**config.mk**
```make
export PLATFORM = sky130hd
export DESIGN_NAME = whrv_ram
export DESIGN_NICKNAME = d
export VERILOG_FILES = /design/src/rtl/whrv_ram.sv
export SDC_FILE = /design/constraint.sdc
export NUM_CORES = 1
export LEC_CHECK = 0
export ABC_AREA = 1
export BUFFER_PORTS_ARGS = -buffer_cell sky130_fd_sc_hd__buf_2
export CAP_MARGIN = 10
export CELL_PAD_IN_SITES_DETAIL_PLACEMENT = 0
export CELL_PAD_IN_SITES_GLOBAL_PLACEMENT = 1
export CORE_MARGIN = 2
export CORE_UTILIZATION = 35
export CTS_BUF_LIST = sky130_fd_sc_hd__clkbuf_8
export DETAILED_ROUTE_END_ITERATION = 8
export GPL_TIMING_DRIVEN = 1
export PLACE_DENSITY_LB_ADDON = 0.1
export SLEW_MARGIN = 20
export SYNTH_ARGS = -nofsm -noshare
export SYNTH_HDL_FRONTEND = slang
export SYNTH_SLANG_ARGS = --single-unit
```
**constraint.sdc**
```tcl
create_clock -name clk -period 0.9 [get_ports clk]
set_input_delay 0 -clock clk [delete_from_list [all_inputs] [get_ports clk]]
set_output_delay 0 -clock clk [all_outputs]
set_load 0.005 [all_outputs]
```
**src/rtl/whrv_ram.sv**
```systemverilog
// ----------------------------------------------------------------------------
// whrv_ram
// Generic simple dual-port RAM, one write and one registered read port.
// ----------------------------------------------------------------------------
`default_nettype none

module whrv_ram #(
  parameter int WIDTH = 8,
  parameter int DEPTH = 16
) (
  input  wire logic                     clk,
  input  wire logic                     we,
  input  wire logic [$clog2(DEPTH)-1:0] waddr,
  input  wire logic [WIDTH-1:0]         wdata,
  input  wire logic [$clog2(DEPTH)-1:0] raddr,
  output logic      [WIDTH-1:0]         rdata
);

  logic [WIDTH-1:0] mem [DEPTH];

  always_ff @(posedge clk) begin
    if (we) begin
      mem[waddr] <= wdata;
    end
    rdata <= mem[raddr];
  end

endmodule

`default_nettype wire

```
==> flow_metrics.py <==
metrics = {
    "synthesis": {
        "synthTopCellsByArea": "edfxtp_1 67%, nand2_1 11%, nand3_1 8.4%",
        "yosysTopAreaCellShare_pct": 66.7,
        "synthCells": 551,
        "ys_seq_area_share_pct": 69.4,
        "synth_area_per_cell_sq_um": 10.5,
        "yosys_warnings": 0,
        "ys_types": 12,
        "syn_nets": 569,
        "synth.ff_latch_count": 136,
        "yosys.area.top_type": "edfxtp_1",
        "syn_area_sq_um": 5770,
    },
    "worst_setup_path": {
        "crit_path_start_kind": "flip-flop",
        "cp.depth": 6,
        "crit_path_end_kind": "flip-flop",
        "r2r_cells": 6,
        "crit_slowest_cell": "edfxtp_1",
        "timing.critical_path.mode_cell": "nand3_1",
        "cp.required_ns": 1.23,
        "critPathArrivalTime_ns": 1.28,
        "critPathTopFamily": "simple AND/OR/NAND/NOR gates",
        "max_stage_delay_ns": 0.37,
        "reg2reg_to": "rdata[7]",
        "reg2reg_from": "mem[4][7]",
        "worstSetupPathType": "reg -> reg",
        "crit_chain": "inv_1, nand2_1, nand3_1, nand3_1, nand3_4, nand2_2",
        "crit_fanout": 1,
        "worst-path-buf-inv": 1,
        "rrSetupSlack_ns": -0.04,
    },
    "cts": {
        "clk_pin_slew_worst_paths_ns": 0.07,
        "clock_path_buffers": 2,
        "cts_tree": "done",
        "cts_made_buffers": 17,
        "postCtsSetupBuffers": 0,
        "clock_sinks": 136,
        "h-tree-depth": 4,
        "clockRootBuffer": "clkbuf_8",
        "worst_skew_pair.late_latency_ns": 0.44,
    },
    "timing": {
        "final.setup.tns_ns": -0.154,
        "fmax_mhz": 1060,
        "fin_crit_ns": 0.944,
        "fin_crit_sh_pct": 105,
        "clock_skew_ns": 0.00840,
        "drv_slew": 0,
        "holdWs_ns": 0.0379,
        "rsz0062_at_grt": "true",
        "setup_viol": 6,
        "slew-limit-headroom_pct": 73.0,
        "worst_pin_slew_ns": 0.404,
        "fin_ws_ns": -0.0438,
        "hold_viol": 0,
    },
    "final_layout": {
        "final_cell_mix": "171 x nand2_1, 128 x edfxtp_1, 103 x inv_1, 68 x nand3_1, 32 x buf_4",
        "final_common_cell": "nand2_1",
        "syn2layout_area_growth_pct": 22.4,
        "instances_no_fill": 850,
        "n_fill_cell": 1580,
        "final_layout_size_suffix_gt1_share_pct": 20.7,
        "nets": 639,
        "antennaDiodeCount": 0,
    },
    "placed_design": {
        "post-place-cells": 809,
        "pre_cts_ws_ns": -0.226,
        "io_buffers": 25,
        "gp_congestion": 0.799,
        "place_hpwl_mm": 9.00,
    },
    "pwr": {
        "power.total_mw": 13.1,
        "leakage_nw": 3.07,
        "p_per_area_nw_per_um2": 1850,
        "ir_drop_uv": 1200,
    },
    "min_path": {
        "hold_start": "raddr[3]",
        "worstHoldPathCells": 4,
        "hold_end": "rdata[7]",
        "min_path_type": "in -> reg",
    },
    "global_routing": {
        "grt_max_degree": 65,
        "grt.overflow.total": 0,
        "grtUsageTotal_pct": 16.9,
        "grt_pass1_wl_mm": 21.9,
        "grt_pass1_vias": 3832,
        "antenna_found_initial": 0,
    },
    "route": {
        "wire_per_inst_microns": 16.3,
        "ant_nets": 0,
        "drt_iter0_drc": 228,
        "first_pass_iters": 5,
        "num_vias": 3823,
        "wirelength_mm": 13.9,
        "drc": 0,
        "viasPerCell": 4.50,
    },
    "die": {
        "rows": 46,
        "die_x_microns": 132,
        "core-area_sq_um": 16000,
        "dieHeight_microns": 132,
        "dieArea_sq_um": 17500,
        "initial_core_util_pct": 36.0,
        "io_pins": 26,
    },
    "status": {
        "failed_checks": "negative setup slack",
        "status": "complete, but fails checks",
    },
    "flow_run": {
        "maxCapViolations": 0,
    },
}
metrics by stage:
stage	util, %	instance area, sq um
4_1_cts	43.6	6980
6_report	44.1	7060
3_5_place_dp	40.1	6420
2_1_floorplan	-	5770
3_3_place_gp	40.1	6420
5_1_grt	44.1	7060
cell usage after synthesis:
master,count
inv_1,100
buf_1,1
inv_2,2
edfxtp_1,128
nand3b_1,2
nand3_1,97
nor2_1,17
dfxtp_1,8
buf_4,4
buf_6,6
nand2_1,173
buf_2,13
where the power goes:
group	switching, mW	total (mW)	internal [mW]	leakage [nW]
Combinational	0.661	1.04	0.383	1.64
Clock	2.27	4.92	2.65	0.209
Sequential	0.0389	7.11	7.07	1.22
worst max-delay path by stage:
stage / from / to / slack [ns]
6_report: mem[4][7] / rdata[7] / -0.04
3_5_place_dp: raddr[0] / rdata[7] / -0.23
2_1_floorplan: waddr[2] / mem[10][0] / -0.05
4_1_cts: mem[3][7] / rdata[7] / -0.04
5_1_grt: mem[3][7] / rdata[7] / -0.13
3_3_place_gp: raddr[0] / rdata[7] / -0.21
state kept, by name, summed over array words and instances (netlist names):
signal,flops
rdata,8
mem,128
cell families after synthesis:
logic type	share of synthesized area, %
buffers and inverters	9.52
AND/OR/NAND/NOR	21.0
flip-flops	69.4
worst reg2reg max path, stage by stage, from the launching register on:
cell,delay (ns)
edfxtp_1,0.37
inv_1,0.06
nand2_1,0.05
nand3_1,0.07
nand3_1,0.12
nand3_4,0.11
nand2_2,0.06
area by class of cell:
| cell class | count | area, sq um | area share [%] |
|---|---|---|---|
| multi-input cells | 289 | 1380 | 19.5 |
| well taps | 216 | 270 | 3.83 |
| clock buffers | 17 | 234 | 3.31 |
| repair buffers | 75 | 642 | 9.09 |
| inverters | 102 | 383 | 5.42 |
| clock inverters | 15 | 145 | 2.06 |
| flip-flops and latches | 136 | 4010 | 56.8 |
metal layers:
| metal | track usage (%) | wire, microns | up-vias | part of all wire (%) |
|---|---|---|---|---|
| li1 | - | - | 1910 | - |
| met1 | 24.0 | 6930 | 1857 | 50 |
| met2 | 25.9 | 6390 | 48 | 46 |
| met3 | 4.04 | 449 | 8 | 3.2 |
| met4 | 4.60 | 132 | 0 | 0.95 |
| met5 | 0 | 0 | - | 0 |
repair_timing:
item	4_1_cts	5_1_grt
setup endpoints to repair	10	11
hold endpoints to repair	113	3
pin swaps	19	19
hold buffers	8	1
resized for setup	21	15
Note: power is estimated with default switching activity, not from simulation.
