`src/rtl/whrv_pkg.sv`:
```
// ----------------------------------------------------------------------------
// whrv_pkg
// Shared widths, constants and types of the running wave height estimator.
// ----------------------------------------------------------------------------
`default_nettype none

package whrv_pkg;

  localparam int CELLS   = 4096;
  localparam int CELL_W  = 12;
  localparam int DT_W    = 16;
  localparam int ETA_W   = 16;
  localparam int HS_W    = 17;
  localparam int START_W = 40;
  localparam int TIME_W  = 48;
  localparam int CNT_W   = 32;
  localparam int SUM_W   = 64;
  localparam int WORD_W  = HS_W + 2 * SUM_W;

  localparam logic [HS_W-1:0]   HS_MAX   = {HS_W{1'b1}};
  localparam logic [TIME_W-1:0] TIME_MAX = {TIME_W{1'b1}};
  localparam logic [CNT_W-1:0]  CNT_MAX  = {CNT_W{1'b1}};

  typedef enum logic {
    OP_DIV,
    OP_SQRT
  } unit_op_t;

  typedef struct packed {
    logic     start;
    unit_op_t op;
  } unit_req_t;

  typedef struct packed {
    logic busy;
    logic done;
  } unit_rsp_t;

endpackage

`default_nettype wire

```
`src/rtl/whrv_unit.sv`:
```
// ----------------------------------------------------------------------------
// whrv_unit
// Shared radix-2 divider / digit-by-digit square root, one bit per cycle.
// Divide: quotient in res. Square root: floor root.
// ----------------------------------------------------------------------------
`default_nettype none

module whrv_unit
  import whrv_pkg::*;
(
  input  wire logic             clk,
  input  wire logic             rst,
  input  wire unit_req_t        req,
  input  wire logic [SUM_W-1:0] opa,
  input  wire logic [SUM_W-1:0] opb,
  output unit_rsp_t             rsp,
  output logic      [SUM_W-1:0] res
);

  unit_op_t         op;
  logic [SUM_W+1:0] rem;
  logic [SUM_W-1:0] num;
  logic [SUM_W-1:0] den;
  logic [5:0]       cnt;
  logic [SUM_W+1:0] sh;
  logic [SUM_W+1:0] trial;
  logic [SUM_W+2:0] diff;
  logic             ge;
  logic             last;

  always_comb begin
    if (op == OP_DIV) begin
      sh    = {rem[SUM_W:0], num[SUM_W-1]};
      trial = {2'b00, den};
    end else begin
      sh    = {rem[SUM_W-1:0], num[SUM_W-1:SUM_W-2]};
      trial = {res, 2'b01};
    end
    diff = {1'b0, sh} - {1'b0, trial};
    ge   = !diff[SUM_W+2];
    last = (op == OP_DIV && cnt == 6'd63) || (op == OP_SQRT && cnt == 6'd31);
  end

  always_ff @(posedge clk) begin
    if (rst) begin
      rsp <= '0;
    end else begin
      rsp.done <= !req.start && rsp.busy && last;
      if (req.start) begin
        rsp.busy <= 1'b1;
        op       <= req.op;
        num      <= opa;
        den      <= opb;
        rem      <= '0;
        res      <= '0;
        cnt      <= '0;
      end else if (rsp.busy) begin
        rem <= ge ? diff[SUM_W+1:0] : sh;
        res <= {res[SUM_W-2:0], ge};
        num <= (op == OP_DIV) ? {num[SUM_W-2:0], 1'b0} : {num[SUM_W-3:0], 2'b00};
        cnt <= cnt + 6'd1;
        if (last) begin
          rsp.busy <= 1'b0;
        end
      end
    end
  end

endmodule

`default_nettype wire
```
`config.mk`:
```
export PLATFORM = sky130hd
export DESIGN_NAME = whrv_unit
export DESIGN_NICKNAME = d
export VERILOG_FILES = /design/src/rtl/whrv_pkg.sv /design/src/rtl/whrv_unit.sv
export SDC_FILE = /design/constraint.sdc
export NUM_CORES = 1
export LEC_CHECK = 0
export ABC_AREA = 1
export BUFFER_PORTS_ARGS = -buffer_cell sky130_fd_sc_hd__buf_2
export CAP_MARGIN = 10
export CORE_MARGIN = 2
export CORE_UTILIZATION = 45
export CTS_CLUSTER_DIAMETER = 80
export CTS_CLUSTER_SIZE = 14
export DETAILED_ROUTE_END_ITERATION = 16
export PLACE_DENSITY = 0.68
export SLEW_MARGIN = 20
export SYNTH_ARGS = -nofsm -noshare
export SYNTH_HDL_FRONTEND = slang
export SYNTH_SLANG_ARGS = --single-unit
```
`constraint.sdc`:
```
create_clock -name clk -period 26.1 [get_ports clk]
set_input_delay 0 -clock clk [delete_from_list [all_inputs] [get_ports clk]]
set_output_delay 0 -clock clk [all_outputs]
set_load 0.005 [all_outputs]
```
==> flow_summary.toml, run 1 <==
[worst_hold_path]
holdPathStages = 2
hold_start = "opb[63]"
whs_endpoint = "den[63]$_DFFE_PP_"
hp-class = "in -> reg"

[routing]
route.vias.total = 18039
post-route-drc-count = 0
drt_iter0_markers = 1579
drt-pass1-iter-count = 5
wl_per_cell_um = 16.6
ant_nets = 0
wl_um = 59100
avgViaCountPerCell = 5.06

[setup_path]
path_class = "reg -> reg"
critPathCaptureType = "register"
cp-start-kind = "register"
critPathMaxFanout = 97
required_ps = 26510
r2r_slack_ps = 19720
r2r-start = "op$_DFFE_PP_"
crit_arrival_ps = 6790
rr_worst_depth = 19
worstReg2RegEnd = "rem[2]$_SDFFCE_PP0P_"

[synth]
synth.top_cell.area_share_pct = 41.6
synth.avg_cell_area_um2 = 6.96
synth-seq-area-share_pct = 41.8
synth_top_area_cell = "edfxtp_1"
synth-main-ff-cell = "edfxtp_1"
ys_async_sr_fraction_pct = 0
post_synth_num_cell_types = 37
synthCells = 2737
synth-edff-count = 264
synth_fp_nets = 2937
synth_area_um2 = 19000
synth-seq-cells = 266
ys_top_cells_by_area = "edfxtp_1, nand2_1, inv_1"
ys_warn_count = 0

[timing]
period_share_pct = 24.4
setup_viol = 0
clock_skew_ps = 27.5
final_hold_viol_count = 0
fin_tns_setup_ps = 0
worst_slack_ps = 19720
rsz0062_at_grt = "false"
fin_crit_ps = 6380
drv_slew = 0
max_slew.worst_pin.slew_ps = 1270
relSlewSlack_pct = 15.1
max_freq_mhz = 157

[power_and_ir_drop]
power_leakage_nw = 11.5
peakVddDrop_v = 0.0000705
powerDensity_nw_per_um2 = 64.3

[finish]
mostFrequentLayoutCell = "nand2_1"
diodes = 0
syn2layout_area_growth_pct = 18.3
nets = 3217
final_cell_mix = "nand2_1, inv_1, nor2_1"
num-fill-cells = 4063
layout-drive-gt1-share_pct = 11.8

[die]
core_um2 = 41900
fp.dieW_um = 210
dieArea_um2 = 44000
dieHeight_um = 210
ios = 198
start_util_pct = 45.5
rows = 75

[global_routing]
antenna_found_initial = 0
grt_pass1_wl_um = 91800
first_global_vias = 17421
grt_use_total_pct = 26.5
grt_max_degree = 178
grt-ovfl-total = 0

[clocking]
cts_tree = "yes"
cts_resized = 0
cts_setup_buffers = 0
cts.path.max_buffers = 3
clk_pin_slew_ps = 70
htree_num_levels = 1
cts.sinks = 266
cts_root_buf = "clkbuf_16"
numCtsBuffers = 26
clk_latency_ps = 570

[placed_design]
dp.final_hpwl_um = 43300
routabilityCongestion = 0.984
numPortBuffers = 197
pre_cts_ws_ps = 19860

[run_status]
status = "finished, final reports clean"

[run]
drv_cap = 0
-- synthesized netlist by cell type, types with 6 or more instances --
library cell  count
buf_2            14
nand3b_1          8
nor2_2           10
nand2_2           7
xor2_1           30
inv_2            17
nand3_2          20
inv_1           489
buf_6             6
o21ai_0         131
a21oi_1         165
buf_1            11
nor3_1           10
nand3_1          94
clkbuf_1         53
nand2_1         912
ha_1             67
edfxtp_1        264
nand4_1          16
or2_2            51
nor2_1          330
-- logic make-up after synthesis --
logic type	after synthesis	share of synthesized area (%)
mux	1	0.0526
simple gates	1473	32.0
fa+ha+maj	68	4.51
xor+xnor	32	1.47
compound gates	301	7.96
buf+inv	596	12.2
flops	266	41.8
-- state kept, by name, summed over array words and instances, names as in the netlist --
name	flops
op	1
rem	65
cnt	6
rsp	2
den	64
num	64
res	64
-- worst max-delay path, cell delays in order, from the launching register on --
cell	delay [ps]
edfxtp_1	370
buf_4	630
buf_4	810
buf_4	720
o21ai_0	350
ha_1	460
nand2_1	180
inv_2	40
nand2_1	50
nand2_1	70
nand2_1	60
nand2_1	70
a21oi_2	190
nor2_2	70
nor2_4	70
buf_4	540
nand2_4	470
inv_2	620
nor2_1	100
nor2_1	110
-- through the flow --
stage	cell area, µm²	util (%)	total power, mW	hold WS [ps]	std cells
6_report	22500	53.9	1.45	135	3568
5_1_grt	22500	53.9	1.54	127	3568
4_1_cts	22500	53.8	1.45	119	3567
3_5_place_dp	20400	48.8	1.07	178	3395
3_3_place_gp	20400	48.8	1.06	177	3395
2_1_floorplan	19000	-	0.923	98.9	2737
-- routing by layer --
| metal | GRT usage (%) | share of wire [%] |
|---|---|---|
| met2 | 45.4 | 47 |
| met3 | 3.19 | 5.1 |
| met4 | 11.0 | 4.5 |
| met1 | 33.9 | 43 |
| met5 | 0 | 0 |
-- worst max path at each step --
stage | depth (start not counted) | end | from
global route | 19 | rem[2]$_SDFFCE_PP0P_ | op$_DFFE_PP_
global placement | 19 | rem[1]$_SDFFCE_PP0P_ | op$_DFFE_PP_
finish | 19 | rem[2]$_SDFFCE_PP0P_ | op$_DFFE_PP_
detailed placement | 19 | rem[2]$_SDFFCE_PP0P_ | op$_DFFE_PP_
floorplan | 5 | cnt[0]$_SDFFCE_PP0P_ | req[1]
CTS | 19 | rem[2]$_SDFFCE_PP0P_ | op$_DFFE_PP_
-- where the power goes --
group	switching, mW	internal, mW
clock	0.174	0.195
sequential	0.0168	0.522
combinational	0.363	0.178
-- area by class of cell --
type                    count  area [µm²]  share of cell area [%]
flip-flops and latches    266        7970                    35.4
well taps                 539         674                    2.99
inverters                 508        1910                    8.47
multi-input cells        1875        8780                    39.0
clock inverters             7         113                   0.500
repair buffers            340        2420                    10.7
clock buffers              33         677                    3.00
-- timing repair --
action	in CTS	in global routing
endpoints found under the hold margin	174	0
hold buffers	132	0
endpoints found under the setup margin	0	0
(Power assumes the default switching activity.)
==> inputs of run 2 (changes only) <==
- PLACE_DENSITY: 0.68 -> 0.7
- clock period: 26.1 -> 5.8 ns (I/O delays scaled with it)
==> flow_summary.toml, run 2 (synthesis results as in run 1) <==
[power_and_ir_drop]
powerDensity_nw_per_um2 = 287
p_sw_mw = 2.49
p_comb_share_pct = 38.0
seqPwrFrac_pct = 37.5
intPower_mw = 3.97
peakVddDrop_v = 0.000234
power_leakage_nw = 11.4
switching_share_pct = 38.6
pwr-share-clk_pct = 24.5

[setup_path]
required_ps = 6220
worstReg2RegEnd = "rem[16]$_SDFFCE_PP0P_"
rr_worst_depth = 20
slowest_delay_ps = 620
crit_arrival_ps = 4880
r2r-start = "op$_DFFE_PP_"
critPathCaptureType = "register"
r2r_slack_ps = 1340
slowest_stage = "buf_4"
path_cells = "buf_12 -> buf_4 -> o21ai_0 -> inv_1 -> ha_1 -> nand2_1 -> nand2_1 -> nand2_1 -> nand2_2 -> inv_2 -> nand3_2 -> nand2_2 -> nand2_4 -> nand2_2 -> nand2_2 -> nand2_4 -> nand2_4 -> inv_2 -> nor2_1 -> nor2_1"
crit_top_cell = "nand2_2"
critPathMaxFanout = 204
path_class = "reg -> reg"
cp-start-kind = "register"

[routing]
wl_um = 57600
post-route-drc-count = 0
drt_iter0_markers = 1563
drt-pass1-iter-count = 8
avgViaCountPerCell = 4.99
wl_per_cell_um = 16.1
ant_nets = 0
route.vias.total = 17810

[timing]
relSlewSlack_pct = 29.1
period_share_pct = 76.9
max_freq_mhz = 224
fin_crit_ps = 4460
drv_slew = 0
max_slew.worst_pin.slew_ps = 1060
fin_tns_setup_ps = 0
clock_skew_ps = 17.3
rsz0062_at_grt = "false"
setup_viol = 0
final_hold_viol_count = 0

[clocking]
clk_pin_slew_ps = 70
numCtsBuffers = 25
htree_num_levels = 1
cts.sinks = 266
cts_tree = "yes"
clk_latency_ps = 570
cts_root_buf = "clkbuf_16"
cts_setup_buffers = 0
cts.path.max_buffers = 3

[finish]
nets = 3216
num-fill-cells = 4097
largest_reg_flops = 65
mostFrequentLayoutCell = "nand2_1"
largest_register = "rem"
final_cell_mix = "nand2_1, inv_1, nor2_1"
syn2layout_area_growth_pct = 18.1
layout-drive-gt1-share_pct = 11.8
fin_area_um2 = 22500
diodes = 0

[placed_design]
numPortBuffers = 197
dp.final_hpwl_um = 41800
post_dp_cell_area_um2 = 20400
routabilityCongestion = 0.950

[worst_hold_path]
holdPathStages = 2
hp-class = "in -> reg"
whs_endpoint = "res[11]$_SDFFCE_PP0P_"
hold_start = "req[1]"

[global_routing]
grt_max_degree = 205
grt_use_total_pct = 25.9
first_global_vias = 17268
grt-ovfl-total = 0
antenna_found_initial = 1
grt_pass1_wl_um = 90700

[die]
start_util_pct = 45.5
dieArea_um2 = 44000
rows = 75
dieHeight_um = 210
fp.dieW_um = 210
ios = 198
core_um2 = 41900

[run_status]
status = "finished, final reports clean"

[run]
drv_cap = 0
-- run 2: cell count changes in the layout (fill, tap and decap cells not counted) --
cell | before | now
clkinv_1 | 0 | 2
clkbuf_16 | 26 | 25
bufinv_16 | 1 | 0
inv_16 | 0 | 1
buf_4 | 10 | 12
clkbuf_1 | 7 | 10
clkinv_8 | 4 | 2
dlygate4sd3_1 | 132 | 130
-- run 2: worst max-delay path: cells and delay by family (launching register included) --
kind / cells / cell delay [ps]
compound gates: 1 / 260
simple gates: 13 / 1270
buf+inv: 5 / 1860
flops: 1 / 420
fa+ha+maj: 1 / 270
-- run 2: per-stage QoR --
stage	power, mW	cells	util [%]	hold WS [ps]	setup slack, ps
3_5_place_dp	4.82	3398	48.8	178	1410
2_1_floorplan	4.13	2737	-	98.9	1140
5_1_grt	6.90	3570	53.7	47.4	965
4_1_cts	6.49	3570	53.7	10.8	1390
6_report	6.46	3570	53.7	54.1	1340
3_3_place_gp	4.80	3398	48.8	176	1600
-- run 2: area by class of cell --
type,count,area [µm²],share of cell area (%)
clock buffers,35,663,2.95
clock inverters,7,77.6,0.345
inverters,508,1910,8.49
multi-input cells,1875,8780,39.1
flip-flops and latches,266,7970,35.4
well taps,539,674,3.00
repair buffers,340,2410,10.7
-- run 2: what timing repair did --
item                                   4_1_cts  5_1_grt
endpoints found under the hold margin      135        0
gates resized for setup                      0        0
hold buffers                               130        0
setup endpoints to repair                    0        0
-- run 2: worst max path at each step --
stage               depth (start not counted)  slack, ps         start               endpoint
finish                                     20       1340  op$_DFFE_PP_  rem[16]$_SDFFCE_PP0P_
global route                               20        960  op$_DFFE_PP_  rem[16]$_SDFFCE_PP0P_
CTS                                        20       1390  op$_DFFE_PP_  rem[16]$_SDFFCE_PP0P_
detailed placement                         20       1410  op$_DFFE_PP_  rem[16]$_SDFFCE_PP0P_
global placement                           17       1600  op$_DFFE_PP_  rem[18]$_SDFFCE_PP0P_
floorplan                                   5       1140        req[1]   cnt[0]$_SDFFCE_PP0P_
-- run 2: per-layer routing --
metal / global-route usage [%] / wire [µm] / up-vias
met5: 0 / 0 / -
met4: 9.12 / 2060 / 0
met3: 3.26 / 2800 / 122
met2: 45.3 / 27600 / 479
met1: 33.2 / 25100 / 8161
li1: - / - / 9048
-- run 2: power by group through the flow --
stage / sequential (mW) / combinational [mW] / clock (mW)
5_1_grt: 2.44 / 2.77 / 1.69
6_report: 2.42 / 2.46 / 1.58
4_1_cts: 2.42 / 2.44 / 1.63
3_5_place_dp: 2.46 / 2.36 / 0
3_3_place_gp: 2.45 / 2.34 / 0
2_1_floorplan: 2.45 / 1.68 / 0
